<file path="src/hw/rtl/radix_alphabet_encoder_defines.svh">
// assertion macros for the radix alphabet encoder
`ifndef RADIX_ALPHABET_ENCODER_DEFINES_SVH
`define RADIX_ALPHABET_ENCODER_DEFINES_SVH

`ifndef NO_ASSERTIONS

// same-cycle implication, sampled on i_clk, off during reset
`define RAE_ASSERT_NOW(label, ante, cons) \
    label: assert property (@(posedge i_clk) disable iff (!i_rst_n) (ante) |-> (cons)) \
        else $error("radix_alphabet_encoder: same-cycle check failed");

// next-cycle implication, sampled on i_clk, off during reset
`define RAE_ASSERT_NEXT(label, ante, cons) \
    label: assert property (@(posedge i_clk) disable iff (!i_rst_n) (ante) |=> (cons)) \
        else $error("radix_alphabet_encoder: next-cycle check failed");

`else

`define RAE_ASSERT_NOW(label, ante, cons)
`define RAE_ASSERT_NEXT(label, ante, cons)

`endif

`endif

</file>
<file path="src/hw/rtl/rae_pkg.sv">
// shared types, codes and character mapping for the radix alphabet encoder
`default_nettype none

package rae_pkg;

    typedef enum logic [1:0] {
        MODE_B16    = 2'd0,
        MODE_B32    = 2'd1,
        MODE_B32HEX = 2'd2,
        MODE_B64    = 2'd3
    } t_mode;

    localparam int unsigned MaxChars = 8;
    localparam logic [7:0]  PadChar  = 8'h3D;

    // characters one input byte produces, in emit order
    typedef struct packed {
        logic [MaxChars-1:0][7:0] chars;
        logic [3:0]               count;
        logic                     fin;
    } t_result;

    // symbol value to ascii, per alphabet
    function automatic logic [7:0] map_symbol(t_mode mode, logic [5:0] sym);
        logic [7:0] s;
        logic [7:0] c;
        s = {2'b00, sym};
        c = 8'h00;
        case (mode)
            MODE_B16, MODE_B32HEX: begin
                c = (s < 8'd10) ? (8'h30 + s) : (8'h41 + s - 8'd10);
            end
            MODE_B32: begin
                c = (s < 8'd26) ? (8'h41 + s) : (8'h32 + s - 8'd26);
            end
            MODE_B64: begin
                if (s < 8'd26)      c = 8'h41 + s;
                else if (s < 8'd52) c = 8'h61 + s - 8'd26;
                else if (s < 8'd62) c = 8'h30 + s - 8'd52;
                else if (s == 8'd62) c = 8'h2B;
                else                c = 8'h2F;
            end
            default: c = 8'h00;
        endcase
        return c;
    endfunction

endpackage

`default_nettype wire

</file>
<file path="src/hw/rtl/rae_encode_core.sv">
// combinational symbol split, flush and padding for one input byte
`default_nettype none

module rae_encode_core (
    input  wire rae_pkg::t_mode   i_mode,
    input  wire logic [5:0]       i_part,
    input  wire logic [2:0]       i_cnt,
    input  wire logic [2:0]       i_pos,
    input  wire logic [7:0]       i_byte,
    input  wire logic             i_fin,
    output rae_pkg::t_result      o_res,
    output logic [5:0]            o_part,
    output logic [2:0]            o_cnt,
    output logic [2:0]            o_pos
);
    import rae_pkg::*;

    logic [2:0]  w;
    logic [5:0]  mask6;
    logic [2:0]  cntc;
    logic [13:0] acc;
    logic [3:0]  total;
    logic [2:0]  grp_ok;
    logic [5:0]  grp_sym [3];
    logic [1:0]  n1;
    logic [3:0]  rem;
    logic [5:0]  acc_rem;
    logic        flush;
    logic [7:0]  flush_char;
    logic [2:0]  kpos;
    logic [2:0]  pads;
    logic [3:0]  pos_inc;
    logic [2:0]  gbytes;
    logic [4:0]  sum;

    always_comb begin
        case (i_mode)
            MODE_B16: begin w = 3'd4; mask6 = 6'h0F; gbytes = 3'd1; end
            MODE_B64: begin w = 3'd6; mask6 = 6'h3F; gbytes = 3'd3; end
            default:  begin w = 3'd5; mask6 = 6'h1F; gbytes = 3'd5; end
        endcase
    end

    always_comb begin
        logic [4:0] thr;
        logic [3:0] sh;
        cntc  = (i_cnt > 3'd6) ? 3'd6 : i_cnt;
        acc   = {i_part & ~(6'h3F << cntc), i_byte};
        total = 4'(cntc) + 4'd8;
        for (int i = 0; i < 3; i++) begin
            thr        = 5'(i + 1) * 5'(w);
            grp_ok[i]  = 5'(total) >= thr;
            sh         = 4'(5'(total) - thr);
            grp_sym[i] = 6'(acc >> sh) & mask6;
        end
        n1 = 2'(grp_ok[0]) + 2'(grp_ok[1]) + 2'(grp_ok[2]);
        case (n1)
            2'd0:    rem = total;
            2'd1:    rem = total - 4'(w);
            2'd2:    rem = total - 4'(w) - 4'(w);
            default: rem = total - 4'(w) - 4'(w) - 4'(w);
        endcase
        acc_rem    = 6'(acc & ~(14'h3FFF << rem));
        flush      = i_fin && (rem != 4'd0);
        flush_char = map_symbol(i_mode, 6'(acc_rem << (4'(w) - rem)) & mask6);
    end

    // bytes already in the group, reduced modulo the group size
    always_comb begin
        case (i_mode)
            MODE_B16: kpos = 3'd0;
            MODE_B64: begin
                case (i_pos)
                    3'd0, 3'd3, 3'd6: kpos = 3'd0;
                    3'd1, 3'd4, 3'd7: kpos = 3'd1;
                    default:          kpos = 3'd2;
                endcase
            end
            default: kpos = (i_pos >= 3'd5) ? (i_pos - 3'd5) : i_pos;
        endcase
    end

    // pad count once this final byte closes the group
    always_comb begin
        pads = 3'd0;
        case (i_mode)
            MODE_B64: begin
                case (kpos)
                    3'd0:    pads = 3'd2;
                    3'd1:    pads = 3'd1;
                    default: pads = 3'd0;
                endcase
            end
            MODE_B32, MODE_B32HEX: begin
                case (kpos)
                    3'd0:    pads = 3'd6;
                    3'd1:    pads = 3'd4;
                    3'd2:    pads = 3'd3;
                    3'd3:    pads = 3'd1;
                    default: pads = 3'd0;
                endcase
            end
            default: pads = 3'd0;
        endcase
    end

    always_comb begin
        for (int j = 0; j < MaxChars; j++) begin
            o_res.chars[j] = PadChar;
        end
        for (int i = 0; i < 3; i++) begin
            if (grp_ok[i]) o_res.chars[i] = map_symbol(i_mode, grp_sym[i]);
        end
        for (int j = 0; j < 4; j++) begin
            if (flush && (2'(j) == n1)) o_res.chars[j] = flush_char;
        end
        sum = 5'(n1);
        if (i_fin) sum = 5'(n1) + 5'(flush) + 5'(pads);
        o_res.count = (sum > 5'(MaxChars)) ? 4'(MaxChars) : 4'(sum);
        o_res.fin   = i_fin;
    end

    always_comb begin
        pos_inc = 4'(i_pos) + 4'd1;
        if (i_fin) begin
            o_part = 6'd0;
            o_cnt  = 3'd0;
            o_pos  = 3'd0;
        end else begin
            o_part = acc_rem;
            o_cnt  = rem[2:0];
            o_pos  = (pos_inc >= 4'(gbytes)) ? 3'd0 : pos_inc[2:0];
        end
    end

endmodule

`default_nettype wire

</file>
<file path="src/hw/rtl/rae_char_serializer.sv">
// result register that hands out one character per beat
`default_nettype none

module rae_char_serializer (
    input  wire logic             i_clk,
    input  wire logic             i_rst_n,
    input  wire logic             i_load_valid,
    input  wire rae_pkg::t_result i_res,
    output logic                  o_load_ready,
    output logic                  o_tvalid,
    input  wire logic             i_tready,
    output logic [7:0]            o_tdata,
    output logic                  o_tlast
);
    import rae_pkg::*;

    t_result    r_res;
    logic       r_valid;
    logic [2:0] r_idx;
    logic       at_end;
    logic       take;

    assign at_end       = (4'(r_idx) + 4'd1) == r_res.count;
    assign take         = r_valid && i_tready;
    assign o_load_ready = !r_valid || (take && at_end);
    assign o_tvalid     = r_valid;
    assign o_tdata      = r_res.chars[r_idx];
    assign o_tlast      = r_res.fin && at_end;

    always_ff @(posedge i_clk) begin
        if (!i_rst_n) begin
            r_valid <= 1'b0;
            r_idx   <= 3'd0;
        end else if (o_load_ready && i_load_valid) begin
            r_valid <= i_res.count != 4'd0;
            r_idx   <= 3'd0;
        end else if (take && at_end) begin
            r_valid <= 1'b0;
        end else if (take) begin
            r_idx <= r_idx + 3'd1;
        end
    end

    always_ff @(posedge i_clk) begin
        if (o_load_ready && i_load_valid) begin
            r_res <= i_res;
        end
    end

endmodule

`default_nettype wire

</file>
<file path="src/hw/rtl/radix_alphabet_encoder.sv">
// top level of the base16 / base32 / base32hex / base64 stream encoder
//
//  channel  | dir | handshake               | payload
//  ---------+-----+-------------------------+-------------------------------------
//  s (in)   | in  | i_s_tvalid / o_s_tready | i_s_tdata = data_byte, i_s_tlast = final_byte
//  m (out)  | out | o_m_tvalid / i_m_tready | o_m_tdata = out_char, o_m_tlast = last_char
//  cfg      | in  | i_cfg_valid / o_cfg_ready | i_cfg_data = alphabet_mode
//
// one output character per cycle while the output side is ready; each byte yields
// one or two characters for a plain byte, up to eight for a padded final byte
// the result register drains at one character a beat and sets the pace; the input
// register is refilled in the cycle the previous byte moves into the result register
// synchronous active-low reset: mode back to base64, bit accumulator and group position
// cleared; a mode write also clears them and starts a new message
// a stall on the output side holds the current character and backs up into the input side
`default_nettype none
`include "radix_alphabet_encoder_defines.svh"

module radix_alphabet_encoder (
    input  wire logic       i_clk,
    input  wire logic       i_rst_n,
    // input byte stream
    input  wire logic       i_s_tvalid,
    output logic            o_s_tready,
    input  wire logic [7:0] i_s_tdata,   // [7:0] data_byte
    input  wire logic       i_s_tlast,   // final_byte
    // output character stream
    output logic            o_m_tvalid,
    input  wire logic       i_m_tready,
    output logic [7:0]      o_m_tdata,   // [7:0] out_char
    output logic            o_m_tlast,   // last_char
    // mode register write
    input  wire logic       i_cfg_valid,
    output logic            o_cfg_ready,
    input  wire logic [1:0] i_cfg_data   // [1:0] alphabet_mode
);
    import rae_pkg::*;

    // input register
    logic       r_in_valid;
    logic [7:0] r_in_byte;
    logic       r_in_fin;

    // mode and bit accumulator state
    t_mode      r_mode;
    logic [5:0] r_part;
    logic [2:0] r_cnt;
    logic [2:0] r_pos;

    t_result    core_res;
    logic [5:0] n_part;
    logic [2:0] n_cnt;
    logic [2:0] n_pos;
    logic       ser_ready;
    logic       adv;
    logic       cfg_wr;

    // held byte moves to the result register when the serializer can take it
    assign adv         = r_in_valid && ser_ready;
    assign o_s_tready  = !r_in_valid || adv;
    assign o_cfg_ready = 1'b1;
    assign cfg_wr      = i_cfg_valid && o_cfg_ready;

    always_ff @(posedge i_clk) begin
        if (!i_rst_n) begin
            r_in_valid <= 1'b0;
        end else if (o_s_tready) begin
            r_in_valid <= i_s_tvalid;
        end
    end

    always_ff @(posedge i_clk) begin
        if (o_s_tready && i_s_tvalid) begin
            r_in_byte <= i_s_tdata;
            r_in_fin  <= i_s_tlast;
        end
    end

    // mode writes must arrive only while idle, which the block does not enforce; a write wins over an advancing byte
    always_ff @(posedge i_clk) begin
        if (!i_rst_n) begin
            r_mode <= MODE_B64;
            r_part <= 6'd0;
            r_cnt  <= 3'd0;
            r_pos  <= 3'd0;
        end else if (cfg_wr) begin
            r_mode <= t_mode'(i_cfg_data);
            r_part <= 6'd0;
            r_cnt  <= 3'd0;
            r_pos  <= 3'd0;
        end else if (adv) begin
            r_part <= n_part;
            r_cnt  <= n_cnt;
            r_pos  <= n_pos;
        end
    end

    rae_encode_core u_core (
        .i_mode (r_mode),
        .i_part (r_part),
        .i_cnt  (r_cnt),
        .i_pos  (r_pos),
        .i_byte (r_in_byte),
        .i_fin  (r_in_fin),
        .o_res  (core_res),
        .o_part (n_part),
        .o_cnt  (n_cnt),
        .o_pos  (n_pos)
    );

    rae_char_serializer u_ser (
        .i_clk        (i_clk),
        .i_rst_n      (i_rst_n),
        .i_load_valid (r_in_valid),
        .i_res        (core_res),
        .o_load_ready (ser_ready),
        .o_tvalid     (o_m_tvalid),
        .i_tready     (i_m_tready),
        .o_tdata      (o_m_tdata),
        .o_tlast      (o_m_tlast)
    );

    // a mode write starts a fresh message
    `RAE_ASSERT_NEXT(a_cfg_clears, cfg_wr,
        (r_cnt == 3'd0) && (r_pos == 3'd0) && (r_part == 6'd0))
    // leftover bits never exceed five, and stay under four in base16
    `RAE_ASSERT_NOW(a_cnt_range, 1'b1,
        (r_cnt <= 3'd5) && ((r_mode != MODE_B16) || (r_cnt < 3'd4)))
    // group position stays inside the group
    `RAE_ASSERT_NOW(a_pos_range, 1'b1,
        (r_pos < 3'd5) && ((r_mode != MODE_B64) || (r_pos < 3'd3))
        && ((r_mode != MODE_B16) || (r_pos == 3'd0)))
    // a byte is only taken into a full input register when the held one advances
    `RAE_ASSERT_NOW(a_no_overwrite, o_s_tready && r_in_valid, adv)

endmodule

`default_nettype wire

</file>
<file path="config.mk">
export PLATFORM = sky130hd
export DESIGN_NAME = radix_alphabet_encoder
export DESIGN_NICKNAME = d
export VERILOG_FILES = /design/src/hw/rtl/rae_pkg.sv /design/src/hw/rtl/rae_encode_core.sv /design/src/hw/rtl/rae_char_serializer.sv /design/src/hw/rtl/radix_alphabet_encoder.sv
export VERILOG_INCLUDE_DIRS = /design/src /design/src/hw/rtl
export SDC_FILE = /design/constraint.sdc
export NUM_CORES = 1
export LEC_CHECK = 0
export BUFFER_PORTS_ARGS = -buffer_cell sky130_fd_sc_hd__buf_4
export CORE_ASPECT_RATIO = 0.7
export CORE_MARGIN = 3
export CORE_UTILIZATION = 45
export DETAILED_ROUTE_END_ITERATION = 16
export GPL_TIMING_DRIVEN = 0
export PLACE_DENSITY = 0.58
export RECOVER_POWER = 100
export SYNTH_ARGS = -nofsm -noshare
export SYNTH_HDL_FRONTEND = slang
export SYNTH_SLANG_ARGS = --single-unit
</file>
<file path="constraint.sdc">
create_clock -name i_clk -period 12.77 [get_ports i_clk]
set_input_delay 2.554 -clock i_clk [delete_from_list [all_inputs] [get_ports i_clk]]
set_output_delay 2.554 -clock i_clk [all_outputs]
set_load 0.1 [all_outputs]
</file>
==> out/qor.txt <==
========================================================================================================
Hold/Removal Path Class                                                                     flip-flop to flip-flop
Sum of buffers and inverters on the critical path                                                     10
Vias in the first global route                                                                      9225
VDD IR max                                                                                       88.0 uV
GPL Wtd Cong                                                                                       0.993
Final hold viol count                                                                                  0
Total routing usage reported by global routing                                                     28.6%
Slew Limit Fails                                                                                      48
Core Box Area                                                                                0.0213 mm^2
Total via count in the routed design                                                               10300
Floorplan die height                                                                              131 um
Post-CTS clock slew at the launch and capture registers of the worst setup and hold paths          60 ps
Period utilisation layout                                                                          86.9%
Setup repair bufs after CTS                                                                            0
Total number of cells along the worst setup path                                                      33
Worst rel slew slack                                                                              -1.47%
FMAX                                                                                            90.1 MHz
Failing checks                                                                              max-capacitance violations, max-slew violations
Cell depth of the worst hold path                                                                      2
Half-perimeter wire length after detailed placement                                             26600 um
CP Capture Type                                                                                flip-flop
Power density cells                                                                          161 mW/mm^2
Post-synthesis sequential area ratio                                                               17.6%
Nets in the synthesized netlist                                                                     1401
Number of standard-cell rows in the floorplan                                                         44
Mapped cell area                                                                             0.0100 mm^2
Share of synthesized registers carrying an async set or reset                                         0%
H-tree levels                                                                                          3
Cell count after synthesis                                                                          1284
Global-route wire length before repair                                                          53300 um
Final worst clock skew                                                                           7.50 ps
Kind of critical path                                                                       flip-flop to flip-flop
CTS sink count                                                                                        65
Number of distinct standard cells referenced by the synthesized netlist                               98
Clock tree from TritonCTS                                                                           done
Critical Path Source Type                                                                      flip-flop
Prevailing post-synth register cell                                                             edfxtp_1
Count of cells resized by post-cts repair                                                              0
Overall power after layout                                                                       1.73 mW
Residual antenna-violating net count after detailed routing                                            0
Largest delay share family, worst path                                                      compound AO/OA/AOI/OAI gates
Required time of the critical path                                                              12790 ps
Slew at the pin closest to its max-slew limit                                                    1520 ps
Unrepaired setup endpoints after global routing                                                    false
Antenna violations before repair                                                                       0
Post-CTS Hold Fix Bufs                                                                                 0
Worst-case setup slack after placement                                                           2980 ps
Root cell of the clock tree                                                                    clkbuf_16
Fraction of layout instances using a drive strength above 1                                        7.54%
Number of max-capacitance violations reported                                                          2
Initial DRT Pass Iterations                                                                            6
P_leak                                                                                           4.08 nW
Total grt overflow                                                                                     0
Post-synthesis area per instance                                                               7.79 um^2
Routed WL                                                                                       34300 um
Final setup violation count                                                                            0
Detail-routed net length per standard cell                                                       21.4 um
Pin count of the biggest net entering global routing                                                  39
Post-synth EDFFs                                                                                      46
Chip width                                                                                        184 um
Die area                                                                                     0.0241 mm^2
Setup TNS Final                                                                                     0 ps
Post-layout minimum cycle time                                                                  11100 ps
Arrival time of data at the critical path endpoint                                              11120 ps
Bufs on Longest Clock Path                                                                             2
Via density                                                                                         6.41
Warning count from the yosys run                                                                       0
Initial cell density of the core                                                                   47.1%
Final Worst Setup Slack                                                                          1670 ps
Status                                                                                      complete, but fails checks
NumNets Final                                                                                       1439
Number of cell instances on the worst register-to-register path                                       33
Flip-flop and latch count after synthesis                                                             65
Count of routing violations after the opening detailed-route iteration                              1213
Slowest stage cell on the critical path                                                          o32ai_1
IO buf count                                                                                          26
Area added between synthesis and finish                                                            7.44%
Number of antenna diodes                                                                               0
Clock latency reported for the late side of the worst-skew pair                                   350 ps
Remaining routing DRC violations                                                                       0
Ports                                                                                                 28
Num CTS Buffers                                                                                        9
Crit path max fanout                                                                                  11
Slowest Stage Delay on Critical Path                                                             1220 ps
========================================================================================================
## cells in the mapped netlist (all sizes together) (7+ instances only)
library cell | instances | share of area (%)
mux2 | 8 | 0.90
nor2b | 22 | 1.4
and3 | 11 | 0.69
nand3 | 30 | 1.5
nor3 | 31 | 1.6
inv | 76 | 2.9
a22oi | 10 | 0.75
nand4 | 12 | 0.75
nor2 | 114 | 4.3
mux2i | 36 | 3.6
xnor2 | 52 | 4.6
o211ai | 11 | 0.83
a31oi | 18 | 1.1
dfxtp | 19 | 3.8
a221oi | 9 | 0.79
or3 | 7 | 0.44
or2 | 9 | 0.59
clkbuf | 49 | 1.8
o311ai | 7 | 0.61
ha | 96 | 12
xor2 | 29 | 2.5
nand2 | 143 | 5.4
o22ai | 19 | 1.3
a2111oi | 8 | 0.76
edfxtp | 46 | 14
o32ai | 8 | 0.78
a21o | 13 | 0.98
mux4 | 23 | 5.2
a21oi | 109 | 5.5
nand2b | 11 | 0.69
and2 | 9 | 0.56
a211o | 7 | 0.63
o21ai | 93 | 4.7
buf | 19 | 1.1
a211oi | 15 | 1.5
## power breakdown
part           total [mW]  switching [mW]  internal [mW]
sequential          0.266          0.0109          0.256
combinational        1.20           0.791          0.411
clock               0.257           0.105          0.152
total                1.73           0.907          0.818
## metrics by stage
step	instances	util (%)	cell area, um^2	hold slack [ps]
6_report	1603	50.6	10700	556
5_1_grt	1603	50.6	10700	601
4_1_cts	1602	51.0	10800	557
3_5_place_dp	1586	49.6	10500	548
3_3_place_gp	1586	49.6	10500	539
2_1_floorplan	1284	-	10000	511
## cell usage in the layout, fill, tap and decap left out, types with 11 or more instances in the layout
master      n
nand2_1   142
nor2_1    114
a21oi_1   109
ha_1       96
o21ai_0    80
inv_1      73
clkbuf_1   68
xnor2_1    51
edfxtp_1   46
mux2i_1    35
nor3_1     31
nand3_1    30
xor2_1     29
mux4_2     23
nor2b_1    22
dfxtp_1    19
a31oi_1    18
o22ai_1    17
a21o_1     13
nand4_1    12
a211oi_1   12
o21ai_1    12
nand2b_1   11
and3_1     11
o211ai_1   11
clkbuf_4   11
## worst min-delay path: stages, from the launching register on
cell and delay, ps:
dfxtp_1 340, a21oi_1 130, nor2b_1 50
## logic make-up (layout without fill, tap and decap cells)
kind of cell | Yosys count | after routing | synth area share [%]
buffers and inverters | 150 | 193 | 6.05
DFF | 65 | 65 | 17.6
adders and majority gates | 103 | 103 | 13.2
other | 1 | 1 | 0.0375
and+or+nand+nor | 419 | 419 | 19.4
AOI/OAI and AO/OA | 398 | 398 | 26.8
xor gates and xnor gates | 81 | 81 | 7.17
muxes | 67 | 67 | 9.72
## metal layers
metal	part of all wire, %	wire length, um	GRT usage (%)
met1	47	16000	44.0
met2	39	13500	40.1
met3	13	4310	7.42
met4	1.3	459	5.38
met5	0	0	0
## layout make-up
class,instances,area (um^2)
inverters,82,313
repair buffers,27,158
flip-flops and latches,65,1760
plain buffers,68,284
clock buffers,10,229
fillers,2109,10500
well taps,276,345
multi-input cells,1069,7590
clock inverters,6,66.3
## worst paths after layout
check	startpoint	endpoint	slack [ps]
setup / recovery	r_mode[0]	u_ser.r_res[25]	1670
hold / removal	r_in_valid	r_in_valid	560
setup reg to reg	r_mode[0]	u_ser.r_res[25]	1670
hold reg to reg	r_in_valid	r_in_valid	560
## state kept, by name, summed over array words and instances (netlist names)
name	cells
r_cnt	3
r_part	6
r_in_fin	1
u_ser.r_res	37
u_ser.r_idx	3
u_ser.o_tvalid	1
r_mode	2
r_in_byte	8
r_pos	3
r_in_valid	1
Note: power is estimated with default switching activity, not from simulation.
